[config.mk]
export PLATFORM = sky130hd
export DESIGN_NAME = best_rational_approximation_unit
export DESIGN_NICKNAME = d
export VERILOG_FILES = /design/src/hw/rtl/bra_pkg.sv /design/src/hw/rtl/best_rational_approximation_unit.sv /design/src/hw/rtl/bra_controller.sv /design/src/hw/rtl/bra_datapath.sv
export SDC_FILE = /design/constraint.sdc
export NUM_CORES = 2
export LEC_CHECK = 0
export BUFFER_PORTS_ARGS = -buffer_cell sky130_fd_sc_hd__buf_2
export CAP_MARGIN = 10
export CORE_MARGIN = 2
export CORE_UTILIZATION = 55
export CTS_CLUSTER_DIAMETER = 200
export DETAILED_ROUTE_END_ITERATION = 12
export GPL_TIMING_DRIVEN = 0
export MAX_ROUTING_LAYER = met4
export PLACE_DENSITY = 0.71
export SETUP_SLACK_MARGIN = 0.4
export SYNTH_ARGS = -nofsm -noshare
export SYNTH_HDL_FRONTEND = slang
export SYNTH_SLANG_ARGS = --single-unit
[constraint.sdc]
create_clock -name clk_i -period 19.7 [get_ports clk_i]
set_input_delay 3.94 -clock clk_i [delete_from_list [all_inputs] [get_ports clk_i]]
set_output_delay 3.94 -clock clk_i [all_outputs]
set_load 0.02 [all_outputs]
[src/hw/rtl/bra_pkg.sv]
// Shared types and constants of the best rational approximation unit.
package bra_pkg;

  // Fixed field widths of the configuration and result ports
  localparam int unsigned CFG_W   = 17;
  localparam int unsigned WHOLE_W = 17;
  localparam int unsigned NUM_W   = 18;
  localparam int unsigned DEN_W   = 17;

  // Reset value of the maximum denominator register
  localparam logic [CFG_W-1:0] CFG_RESET = 17'd65536;

  // Controller states
  typedef enum logic [2:0] {
    ST_IDLE,
    ST_SEARCH,
    ST_DRAIN,
    ST_GCD,
    ST_DIV,
    ST_FINISH
  } state_e;

  // Commands from the controller to the datapath
  typedef struct packed {
    logic load;      // capture a new beat value and reset the search
    logic issue;     // push the next denominator into the search pipeline
    logic gcd_init;  // start the gcd on the best numerator and denominator
    logic gcd_step;  // one binary gcd step
    logic div_init;  // start dividing by the gcd
    logic div_step;  // one quotient bit on both lanes
    logic out_load;  // move the finished result into the output register
  } cmd_t;

  // Status from the datapath to the controller
  typedef struct packed {
    logic frac_zero;  // fraction of the captured value is zero
    logic last_d;     // denominator about to issue is the last one
    logic pipe_busy;  // search pipeline still holds candidates
    logic num_zero;   // best numerator is zero
    logic gcd_done;   // gcd operands have met
    logic div_done;   // all quotient bits produced
  } status_t;

endpackage

[src/hw/rtl/best_rational_approximation_unit.sv]
// Top level of the best rational approximation unit.
// Splits a signed fixed-point beat value into its whole part, truncated toward
// zero, and the fraction as a reduced numerator over denominator, the sign on
// the numerator. One item is worked at a time. When the fraction is zero the
// search is skipped, and when the best numerator is zero the gcd and the
// division are skipped. The search pipeline tries one denominator a cycle from
// 1 up to the effective maximum (a written 0 counts as 1, values above
// DEN_LIMIT count as DEN_LIMIT) and then drains; the binary gcd (at most 2*DW
// steps, with DW = clog2(DEN_LIMIT+1)) and the shift-subtract divider (DW
// steps) follow. The result sits in an output register, and the next item is
// taken the cycle after that result is loaded; a stalled output holds the
// finished item back until its register is free. The user must write
// max_denominator through the configuration channel only while the unit is
// idle; the unit itself does not enforce this.
module best_rational_approximation_unit #(
  parameter int unsigned FRAC_BITS = 32,
  parameter int unsigned INT_BITS  = 17,
  parameter int unsigned DEN_LIMIT = 65536
) (
  input  logic                                       clk_i,
  input  logic                                       rst_ni,
  input  logic                                       in_valid_i,
  output logic                                       in_stall_o,
  input  logic signed [INT_BITS+FRAC_BITS-1:0]       beat_value_i,
  output logic                                       out_valid_o,
  input  logic                                       out_stall_i,
  output logic signed [bra_pkg::WHOLE_W-1:0]         beat_whole_o,
  output logic signed [bra_pkg::NUM_W-1:0]           frac_numerator_o,
  output logic [bra_pkg::DEN_W-1:0]                  frac_denominator_o,
  input  logic                                       cfg_valid_i,
  output logic                                       cfg_ready_o,
  input  logic [bra_pkg::CFG_W-1:0]                  cfg_data_i
);

  localparam int unsigned DW = $clog2(DEN_LIMIT + 1);

  logic [bra_pkg::CFG_W-1:0] max_den_q;
  logic [DW-1:0]             max_den_eff;
  bra_pkg::cmd_t             cmd;
  bra_pkg::status_t          status;

  // Configuration register, written on every transfer
  assign cfg_ready_o = 1'b1;

  always_ff @(posedge clk_i or negedge rst_ni) begin
    if (!rst_ni) begin
      max_den_q <= bra_pkg::CFG_RESET;
    end else if (cfg_valid_i && cfg_ready_o) begin
      max_den_q <= cfg_data_i;
    end
  end

  // Clamp the search limit to 1..DEN_LIMIT
  always_comb begin
    if (max_den_q == '0) begin
      max_den_eff = DW'(1);
    end else if (32'(max_den_q) > 32'(DEN_LIMIT)) begin
      max_den_eff = DW'(DEN_LIMIT);
    end else begin
      max_den_eff = DW'(max_den_q);
    end
  end

  bra_controller u_ctrl (
    .clk_i       (clk_i),
    .rst_ni      (rst_ni),
    .in_valid_i  (in_valid_i),
    .in_stall_o  (in_stall_o),
    .out_valid_o (out_valid_o),
    .out_stall_i (out_stall_i),
    .status_i    (status),
    .cmd_o       (cmd)
  );

  bra_datapath #(
    .FRAC_BITS (FRAC_BITS),
    .INT_BITS  (INT_BITS),
    .DEN_LIMIT (DEN_LIMIT)
  ) u_dp (
    .clk_i              (clk_i),
    .rst_ni             (rst_ni),
    .cmd_i              (cmd),
    .status_o           (status),
    .beat_value_i       (beat_value_i),
    .max_den_i          (max_den_eff),
    .beat_whole_o       (beat_whole_o),
    .frac_numerator_o   (frac_numerator_o),
    .frac_denominator_o (frac_denominator_o)
  );

endmodule

[src/hw/rtl/bra_controller.sv]
// Controller state machine of the best rational approximation unit.
module bra_controller (
  input  logic              clk_i,
  input  logic              rst_ni,
  input  logic              in_valid_i,
  output logic              in_stall_o,
  output logic              out_valid_o,
  input  logic              out_stall_i,
  input  bra_pkg::status_t  status_i,
  output bra_pkg::cmd_t     cmd_o
);

  bra_pkg::state_e state_q, state_d;
  logic            out_valid_q, out_valid_d;
  logic            out_free;

  // Hold state and output valid
  always_ff @(posedge clk_i or negedge rst_ni) begin
    if (!rst_ni) begin
      state_q     <= bra_pkg::ST_IDLE;
      out_valid_q <= 1'b0;
    end else begin
      state_q     <= state_d;
      out_valid_q <= out_valid_d;
    end
  end

  assign out_free    = !out_valid_q || !out_stall_i;
  assign in_stall_o  = (state_q != bra_pkg::ST_IDLE);
  assign out_valid_o = out_valid_q;

  // Sequence search, drain, gcd, divide and result transfer
  always_comb begin
    state_d = state_q;
    cmd_o   = '0;
    case (state_q)
      bra_pkg::ST_IDLE: begin
        if (in_valid_i) begin
          cmd_o.load = 1'b1;
          state_d    = bra_pkg::ST_SEARCH;
        end
      end
      bra_pkg::ST_SEARCH: begin
        if (status_i.frac_zero) begin
          state_d = bra_pkg::ST_FINISH;
        end else begin
          cmd_o.issue = 1'b1;
          if (status_i.last_d) begin
            state_d = bra_pkg::ST_DRAIN;
          end
        end
      end
      bra_pkg::ST_DRAIN: begin
        if (!status_i.pipe_busy) begin
          if (status_i.num_zero) begin
            state_d = bra_pkg::ST_FINISH;
          end else begin
            cmd_o.gcd_init = 1'b1;
            state_d        = bra_pkg::ST_GCD;
          end
        end
      end
      bra_pkg::ST_GCD: begin
        if (status_i.gcd_done) begin
          cmd_o.div_init = 1'b1;
          state_d        = bra_pkg::ST_DIV;
        end else begin
          cmd_o.gcd_step = 1'b1;
        end
      end
      bra_pkg::ST_DIV: begin
        if (status_i.div_done) begin
          state_d = bra_pkg::ST_FINISH;
        end else begin
          cmd_o.div_step = 1'b1;
        end
      end
      bra_pkg::ST_FINISH: begin
        if (out_free) begin
          cmd_o.out_load = 1'b1;
          state_d        = bra_pkg::ST_IDLE;
        end
      end
      default: begin
        state_d = bra_pkg::ST_IDLE;
      end
    endcase
  end

  // Drop valid after a transfer, raise it on a new result
  always_comb begin
    out_valid_d = out_valid_q;
    if (cmd_o.out_load) begin
      out_valid_d = 1'b1;
    end else if (!out_stall_i) begin
      out_valid_d = 1'b0;
    end
  end

`ifndef SYNTHESIS
  a_load_free: assert property (@(posedge clk_i) disable iff (!rst_ni)
    cmd_o.out_load |-> (!out_valid_q || !out_stall_i))
    else $error("result loaded over an untaken result");

  a_accept_search: assert property (@(posedge clk_i) disable iff (!rst_ni)
    (in_valid_i && !in_stall_o) |=> (state_q == bra_pkg::ST_SEARCH))
    else $error("accepted item did not start the search");

  a_drain_exit: assert property (@(posedge clk_i) disable iff (!rst_ni)
    (state_q == bra_pkg::ST_DRAIN && !status_i.pipe_busy)
      |=> (state_q != bra_pkg::ST_DRAIN))
    else $error("drain did not end on an empty pipeline");
`endif

endmodule

[src/hw/rtl/bra_datapath.sv]
// Datapath of the best rational approximation unit: search pipeline, gcd and divider.
module bra_datapath #(
  parameter int unsigned FRAC_BITS = 32,
  parameter int unsigned INT_BITS  = 17,
  parameter int unsigned DEN_LIMIT = 65536,
  localparam int unsigned IW = INT_BITS + FRAC_BITS,
  localparam int unsigned DW = $clog2(DEN_LIMIT + 1)
) (
  input  logic                               clk_i,
  input  logic                               rst_ni,
  input  bra_pkg::cmd_t                      cmd_i,
  output bra_pkg::status_t                   status_o,
  input  logic [IW-1:0]                      beat_value_i,
  input  logic [DW-1:0]                      max_den_i,
  output logic signed [bra_pkg::WHOLE_W-1:0] beat_whole_o,
  output logic signed [bra_pkg::NUM_W-1:0]   frac_numerator_o,
  output logic [bra_pkg::DEN_W-1:0]          frac_denominator_o
);

  localparam int unsigned PW  = FRAC_BITS + DW;
  localparam int unsigned LW  = FRAC_BITS + 1 + DW;
  localparam int unsigned KW  = $clog2(DW + 1);
  localparam int unsigned XW  = INT_BITS + bra_pkg::WHOLE_W;
  localparam int unsigned NXW = DW + bra_pkg::NUM_W;
  localparam int unsigned DXW = DW + bra_pkg::DEN_W;

  // One quotient bit of a restoring division; returns {remainder, shifted dividend}
  function automatic logic [2*DW-1:0] div_bit(input logic [DW-1:0] r,
                                              input logic [DW-1:0] s,
                                              input logic [DW-1:0] g);
    logic [DW:0] t;
    logic [DW:0] u;
    logic        q;
    t = {r, s[DW-1]};
    q = (t >= {1'b0, g});
    u = q ? (t - {1'b0, g}) : t;
    return {u[DW-1:0], s[DW-2:0], q};
  endfunction

  // Input split
  logic                 sign_in;
  logic [IW-1:0]        mag_in;
  logic                 neg_q;
  logic [INT_BITS-1:0]  whole_q;
  logic [FRAC_BITS-1:0] f_q;

  // Search pipeline
  logic [DW-1:0]        d_q;
  logic                 v1_q, v2_q;
  logic [PW-1:0]        p1_q;
  logic [DW-1:0]        d1_q, d2_q, n2_q;
  logic [FRAC_BITS-1:0] e2_q;
  logic [PW-1:0]        prod1;
  logic [PW:0]          rnd;
  logic [DW:0]          n_raw;
  logic [DW-1:0]        n_clamp;
  logic [PW-1:0]        q_full, e_full;
  logic [LW-1:0]        lhs, rhs;
  logic                 better;
  logic [FRAC_BITS:0]   best_e_q;
  logic [DW-1:0]        best_d_q, best_n_q;

  // Reduction
  logic [DW-1:0]        a_q, b_q, g_q;
  logic [KW-1:0]        k_q;
  logic [DW-1:0]        sn_q, sd_q, rn_q, rd_q;
  logic [KW-1:0]        cnt_q;
  logic [2*DW-1:0]      lane_n, lane_d;

  // Result formatting
  logic [XW-1:0]        whole_x, whole_s;
  logic [NXW-1:0]       num_x, num_s;
  logic [DXW-1:0]       den_x;

  assign sign_in = beat_value_i[IW-1];
  assign mag_in  = sign_in ? (~beat_value_i + IW'(1)) : beat_value_i;

  // Capture the split value
  always_ff @(posedge clk_i) begin
    if (cmd_i.load) begin
      neg_q   <= sign_in;
      whole_q <= mag_in[IW-1:FRAC_BITS];
      f_q     <= mag_in[FRAC_BITS-1:0];
    end
  end

  // Stage valids
  always_ff @(posedge clk_i or negedge rst_ni) begin
    if (!rst_ni) begin
      v1_q <= 1'b0;
      v2_q <= 1'b0;
    end else begin
      v1_q <= cmd_i.issue;
      v2_q <= v1_q;
    end
  end

  // Stage 1: scale the fraction by the candidate denominator
  assign prod1 = PW'(f_q) * PW'(d_q);

  always_ff @(posedge clk_i) begin
    if (cmd_i.load) begin
      d_q <= DW'(1);
    end else if (cmd_i.issue) begin
      d_q <= d_q + DW'(1);
    end
    if (cmd_i.issue) begin
      p1_q <= prod1;
      d1_q <= d_q;
    end
  end

  // Stage 2: round half up, clamp, take the absolute error
  assign rnd     = {1'b0, p1_q} + ((PW + 1)'(1) << (FRAC_BITS - 1));
  assign n_raw   = rnd[PW:FRAC_BITS];
  assign n_clamp = (n_raw > {1'b0, d1_q}) ? d1_q : n_raw[DW-1:0];
  assign q_full  = {n_clamp, {FRAC_BITS{1'b0}}};
  assign e_full  = (p1_q >= q_full) ? (p1_q - q_full) : (q_full - p1_q);

  always_ff @(posedge clk_i) begin
    if (v1_q) begin
      e2_q <= e_full[FRAC_BITS-1:0];
      n2_q <= n_clamp;
      d2_q <= d1_q;
    end
  end

  // Stage 3: cross-multiply against the best so far, keep a strictly smaller error
  assign lhs    = LW'(e2_q) * LW'(best_d_q);
  assign rhs    = LW'(best_e_q) * LW'(d2_q);
  assign better = (lhs < rhs);

  always_ff @(posedge clk_i) begin
    if (cmd_i.load) begin
      best_e_q <= (FRAC_BITS + 1)'(1) << FRAC_BITS;
      best_d_q <= DW'(1);
      best_n_q <= '0;
    end else if (v2_q && better) begin
      best_e_q <= {1'b0, e2_q};
      best_d_q <= d2_q;
      best_n_q <= n2_q;
    end
  end

  // Binary gcd of the best pair, one step a cycle
  always_ff @(posedge clk_i) begin
    if (cmd_i.gcd_init) begin
      a_q <= best_n_q;
      b_q <= best_d_q;
      k_q <= '0;
    end else if (cmd_i.gcd_step) begin
      if (!a_q[0] && !b_q[0]) begin
        a_q <= a_q >> 1;
        b_q <= b_q >> 1;
        k_q <= k_q + KW'(1);
      end else if (!a_q[0]) begin
        a_q <= a_q >> 1;
      end else if (!b_q[0]) begin
        b_q <= b_q >> 1;
      end else if (a_q > b_q) begin
        a_q <= (a_q - b_q) >> 1;
      end else begin
        b_q <= (b_q - a_q) >> 1;
      end
    end
  end

  // Divide numerator and denominator by the gcd, one quotient bit a cycle
  assign lane_n = div_bit(rn_q, sn_q, g_q);
  assign lane_d = div_bit(rd_q, sd_q, g_q);

  always_ff @(posedge clk_i) begin
    if (cmd_i.load) begin
      sn_q <= '0;
      sd_q <= DW'(1);
    end else if (cmd_i.div_init) begin
      g_q   <= a_q << k_q;
      sn_q  <= best_n_q;
      sd_q  <= best_d_q;
      rn_q  <= '0;
      rd_q  <= '0;
      cnt_q <= KW'(DW);
    end else if (cmd_i.div_step) begin
      {rn_q, sn_q} <= lane_n;
      {rd_q, sd_q} <= lane_d;
      cnt_q        <= cnt_q - KW'(1);
    end
  end

  // Apply the sign and fit the result fields
  assign whole_x = XW'(whole_q);
  assign whole_s = neg_q ? (~whole_x + XW'(1)) : whole_x;
  assign num_x   = NXW'(sn_q);
  assign num_s   = neg_q ? (~num_x + NXW'(1)) : num_x;
  assign den_x   = DXW'(sd_q);

  always_ff @(posedge clk_i) begin
    if (cmd_i.out_load) begin
      beat_whole_o       <= whole_s[bra_pkg::WHOLE_W-1:0];
      frac_numerator_o   <= num_s[bra_pkg::NUM_W-1:0];
      frac_denominator_o <= den_x[bra_pkg::DEN_W-1:0];
    end
  end

  assign status_o.frac_zero = (f_q == '0);
  assign status_o.last_d    = (d_q == max_den_i);
  assign status_o.pipe_busy = v1_q || v2_q;
  assign status_o.num_zero  = (best_n_q == '0);
  assign status_o.gcd_done  = (a_q == b_q);
  assign status_o.div_done  = (cnt_q == '0);

`ifndef SYNTHESIS
  a_gcd_nonzero: assert property (@(posedge clk_i) disable iff (!rst_ni)
    cmd_i.gcd_step |-> (a_q != '0 && b_q != '0))
    else $error("gcd operand reached zero");

  a_div_nonzero: assert property (@(posedge clk_i) disable iff (!rst_ni)
    cmd_i.div_step |-> (g_q != '0))
    else $error("division by a zero gcd");
`endif

endmodule
* Word level (Yosys, flattened, before mapping)
Cells that the tools add are included.
** Cells by class
- Mux-type cells :: 53
- Bitwise operators :: 4
- Reductions and logical operators :: 24
- Equal/unequal tests :: 17
- Div/mod/pow operators :: 0
- Magnitude comparators :: 7
- $mul :: 3
- $add $sub $neg :: 13
- Shifts and indexed selects :: 1
** Operator list (number)
- 2-to-1 mux 17 bit :: 25
- multiplier 32 x 17 -> 49 bit :: 2
- subtractor 17 bit :: 4
- adder 49 x 32 -> 50 bit (second input constant) :: 1
- less-than comparator 49 x 50 -> 1 bit :: 1
- multiplier 33 x 17 -> 50 bit :: 1
- adder 49 x 1 -> 49 bit (second input constant) :: 1
- >= comparator 49 bit :: 1
- NOT 49 bit :: 1
- 2-to-1 mux 48 bit :: 1
- >= comparator 18 x 17 -> 1 bit :: 2
- adder 17 x 1 -> 17 bit (second input constant) :: 2
- == test 17 bit :: 2
- zero test 17 bit :: 2
- zero test 32 bit :: 1
- 2-to-1 mux 32 bit :: 1
- subtractor 1 x 32 -> 32 bit (first input constant) :: 1
- subtractor 32 x 1 -> 32 bit (second input constant) :: 1
- 2-to-1 mux 3 bit :: 8
- adder 18 x 1 -> 18 bit (second input constant) :: 1
- > comparator 18 x 17 -> 1 bit :: 1
- NOT 17 -> 18 bit :: 1
- case mux 3 bit (6 select lines) :: 1
- > comparator 17 bit :: 1
- 26 further kinds :: 59
** Storage, ports and cells
- Register bits after elaboration :: 470
- Bits in latches :: 0
- Output and inout bits :: 55
- Bits in read-only memories :: 0
- Input port bits :: 71
- Word-level logic and storage cells :: 155
- Memory bits (writable) :: 0
- Memories :: 0

* Longest topological paths before layout
- Depth after elaboration :: 7
- Mapped depth :: 38
- Gate-level depth less buffers :: 34

* Cells and area by module
Synthesis repeated with hierarchy kept, for this count alone.
** Unflattened totals
- Cells, all modules :: 8617
- Area total of the unflattened synthesis :: 78315.1 µm²
** Modules (own cells, without submodules)
- bra_datapath :: times used 1, seq. area each 12241.7 µm², cells an instance 8500, area each 77038.9 µm²
- best_rational_approximation_unit :: times used 1, seq. area each 426.7 µm², cells an instance 63, area each 865.8 µm²
- bra_controller :: times used 1, seq. area each 100.1 µm², cells an instance 54, area each 410.4 µm²

* Worst setup path after synthesis
Ideal clock, no wire load.
- Kind :: register to register
- Start point :: reg u_dp.d2_q[8]
- End point :: reg u_dp.best_e_q[0]
- Cell stages (with the launch flop) :: 35
- Path buffers :: 4
- Period minus slack after synthesis :: 9.331 ns
- Data arrival time :: 9.260 ns
- Setup time :: 0.071 ns
- Setup slack :: 10.369 ns
- Required time :: 19.629 ns
- Path through :: edfxtp_1 > clkbuf_1 > clkbuf_1 > nand2_1 > fa_1 > inv_1 > fa_1 > fa_1 > fa_1 > fa_1 > inv_1 > fa_1 > inv_1 > ha_1 > a21o_1 > a21o_1 > a2111oi_0 > o41ai_1 > a21oi_1 > o21ai_0 > a31oi_1 > o21bai_1 > xnor2_1 > ha_1 > a21o_1 > a21o_1 > a2111oi_0 > o211ai_1 > a221oi_1 > nand2_1 > a211oi_1 > clkbuf_1 > clkbuf_1 > nand3_1 > a21oi_1
** On the way
- Cells in the longest elaborated chain, start to end :: 3
** Ends and longest elaborated chain
- start: declaration :: line bra_datapath.sv:51 : logic [DW-1:0] d1_q, d2_q, n2_q;
- start signal: assignment :: line bra_datapath.sv:124 : d2_q <= d1_q;
- multiplier 33 x 17 -> 50 bit :: line bra_datapath.sv:130 : assign rhs = LW'(best_e_q) * LW'(d2_q);
- less-than comparator 49 x 50 -> 1 bit :: line bra_datapath.sv:131 : assign better = (lhs < rhs);
- logical AND 1 bit :: line bra_datapath.sv:138 : end else if (v2_q && better) begin
- end signal: assignment :: line bra_datapath.sv:135 : best_e_q <= (FRAC_BITS + 1)'(1) << FRAC_BITS;
- end signal: assignment :: line bra_datapath.sv:139 : best_e_q <= {1'b0, e2_q};
- end: declaration :: line bra_datapath.sv:60 : logic [FRAC_BITS:0] best_e_q;
Every way passes these cells.
A chain may end at the register's enable or synchronous reset.

* Final worst setup path
- Start point :: reg u_dp.best_d_q[2]
- End point :: reg u_dp.best_e_q[2]
** On the way
- Cells in the longest elaborated chain, start to end :: 3
** Ends and longest elaborated chain
- start: declaration :: line bra_datapath.sv:61 : logic [DW-1:0] best_d_q, best_n_q;
- start signal: assignment :: line bra_datapath.sv:140 : best_d_q <= d2_q;
- multiplier 32 x 17 -> 49 bit :: line bra_datapath.sv:129 : assign lhs = LW'(e2_q) * LW'(best_d_q);
- less-than comparator 49 x 50 -> 1 bit :: line bra_datapath.sv:131
- logical AND 1 bit :: line bra_datapath.sv:138
Every way passes these cells.

==> key figures <==
Worst setup path
  – R2R depth: 34
  – Critical Path AT: 13.93 ns
  – WS Path Type: reg -> reg
  – Worst setup EP type: flip-flop
  – Worst path required time: 20.23 ns
  – Critical path's largest stage delay: 1.03 ns
  – Critical R2R Launch: u_dp.best_d_q[2]
  – Critical path's slowest cell: nor4_1
  – R2r endpoint: u_dp.best_e_q[2]
  – Crit start category: flip-flop
  – Largest fanout on the critical path: 10
  – Reg2Reg Setup Slack: 6.30 ns

Timing
  – Max_slew headroom: 11.46%
  – Slew @ Worst Pin: 1.328 ns
  – F_max: 0.07464 GHz
  – Clock Skews: 0.04463 ns
  – Final setup fails: 0
  – Crit share post-route: 68.01%
  – Crit path time final: 13.40 ns
  – Final Hold Viols: 0
  – RSZ-0062 raised after global routing: false
  – Setup TNS: 0 ns
  – Slew Viols, Final: 0

Logic synthesis
  – Synth top area cells: fa_1 35%, edfxtp_1 13%, ha_1 8.5%, inv_1 8.4%, nand2_1 6.4%
  – Post-synth top flop: edfxtp_1
  – Register area share after synthesis: 16.47%
  – #FFs+latches synth: 470
  – Post-synthesis mux area share: 1.307%
  – Most frequent cell after synthesis: inv_1
  – Synth Area in Adders: 43.79%
  – Largest family of logic cells by synthesized area: adder cells
  – Distinct cells, synth: 89
  – Synth top area share: 35.27%
  – Synth area leader: fa_1
  – Synth Area in XOR/XNOR: 3.626%
  – Yosys warnings: 0
  – Mapped Nets: 10580
  – Post-Syn Area per Cell: 8.996 um^2
  – Compound-gate portion of the synthesized area: 8.412%
  – Post-Syn Instances: 8619
  – Synthesized cell area: 77540 um^2
  – Post-synth EDFFs: 324
  – Async set-reset flop share out of synthesis: 4.894%
  – Post-synthesis simple-gate area fraction: 15.69%
  – Most frequent cells after synthesis: 1731 x inv_1, 1366 x fa_1, 1332 x nand2_1

Placement
  – Routability cong.: 1.006
  – Post-DP HPWL: 196500 um
  – Placed inst area: 80630 um^2
  – Port bufs: 124

GRT
  – Largest net degree at the start of global routing: 72
  – Initial antenna violation count: 7
  – GRT Util Overall: 34.95%
  – First-pass GRT wire length: 369000 um
  – Number of global-route vias before repair: 63120
  – Congestion Overflow GR: 0

Finish
  – Final net count: 10770
  – Layout cell share with drive strength beyond 1: 3.403%
  – Syn-to-layout area delta: 6.246%
  – Final instance area: 82380 um^2
  – Fin util: 58.97%

Route
  – WL final: 239600 um
  – Via count: 61080
  – Vias per inst: 5.693
  – Post-route ant nets: 0
  – Routed len/inst: 22.33 um
  – Drt drc: 0
  – DR pass1 iterations: 6
  – Number of DRC markers in iteration 0: 5203

Die
  – Core area: 139700 um^2
  – Vert. Die Dim: 379.5 um
  – Starting Density: 55.50%
  – Row cnt: 137
  – Die Area: 144000 um^2
  – Top Ports: 126
  – Die width: 379.5 um

Clock network
  – CTS tree: built
  – Num CTS Buffers: 51
  – Hold Buf Count CTS: 0
  – Post-CTS sizing: 0
  – Maximum clock path buffer count: 3
  – CTS clock-pin slew for the worst setup and hold paths: 0.07 ns
  – Worst-Skew Late Latency: 0.64 ns
  – Sink Count: 470
  – Clock tree root buffer cell: clkbuf_16
  – H-tree depth: 2
  – Post-CTS setup buffers: 0

Outcome
  – Outcome: completed

Hold path
  – Hold path endpoint: u_dp.d1_q[14]
  – Hold path depth: 0
  – Worst Hold Launch: u_dp.d_q[14]
  – Worst hold path type: reg -> reg

Job
  – Max_cap viols: 0
worst max-delay path: cells and delay by family, from the launching register on:
| family | cells | cell delay [ns] |
|---|---|---|
| adder cells (fa/ha/maj) | 8 | 3.69 |
| flip-flops | 1 | 0.30 |
| AND/OR/NAND/NOR | 3 | 1.69 |
| XOR/XNOR | 1 | 0.11 |
| AO/OA/AOI/OAI | 15 | 4.94 |
| buffers and inverters | 7 | 2.52 |
layout make-up:
cell class	instances	area [um^2]
diodes	8	20.02
plain buffers	477	1800
clock buffers	70	1419
clock inverters	26	296.5
fillers	12420	57320
inverters	1734	6509
multi-input cells	5938	56500
flip-flops and latches	470	12770
well taps	1876	2347
repair buffers	129	718.2
cell usage in the layout, fill, tap and decap left out, types with 33 or more instances in the layout:
cell,count
or3_1,33
a211oi_1,35
and2_1,544
edfxtp_1,324
a31oi_1,37
mux2i_1,54
buf_2,126
nor3_1,59
nand4_1,41
clkbuf_16,52
fa_1,1366
nand2_1,1332
a21o_1,122
nand3_1,137
nor2b_1,38
a22oi_1,35
clkbuf_1,465
xnor2_1,217
o21ai_0,227
o21a_1,44
a21oi_1,328
dfxtp_1,123
inv_1,1730
nor2_1,251
ha_1,528
xor2_1,104
kinds of logic after synthesis:
kind of cell             after synthesis
AND/OR/NAND/NOR                     2595
buffers and inverters               2211
adder cells (fa/ha/maj)             1894
AO/OA/AOI/OAI                       1036
flip-flops                           470
XOR/XNOR                             321
multiplexers                          91
other                                  1
registers in the layout (all words and copies together), names as in the netlist, 18 cells and up:
name and flops:
u_dp.p1_q 49, u_dp.best_e_q 33, u_dp.e2_q 32, u_dp.f_q 32
u_dp.frac_numerator_o 18
how the worst max path moves through the flow:
stage	slack, ns	start	endpoint
2_1_floorplan	10.37	u_dp.d2_q[8]	u_dp.best_e_q[0]
3_3_place_gp	6.85	u_dp.best_d_q[2]	u_dp.best_n_q[14]
3_5_place_dp	6.80	u_dp.best_d_q[2]	u_dp.best_e_q[0]
4_1_cts	6.76	u_dp.best_d_q[2]	u_dp.best_e_q[0]
5_1_grt	5.93	u_dp.best_d_q[2]	u_dp.best_n_q[12]
6_report	6.30	u_dp.best_d_q[2]	u_dp.best_e_q[2]
metal layers:
layer	vias to the layer above	global-route usage [%]	wire [um]
met3	698	5.374	19230
met2	2696	55.42	111600
met1	30640	43.53	94000
met4	0	18.10	14730
li1	27040	-	-
met5	-	-	0
stage by stage:
stage               worst slack, ns  cells  hold WS [ns]
CTS                           6.755  10720        0.4273
detailed placement            6.797  10620        0.4121
global route                  5.927  10720        0.4389
finish                        6.302  10730        0.4289
floorplan                     10.37   8619        0.4064
global placement              6.852  10620        0.4115
Power is left out: the tool's default activity adds up to more than one toggle a clock period on the data nets, which glitch-free logic cannot reach.
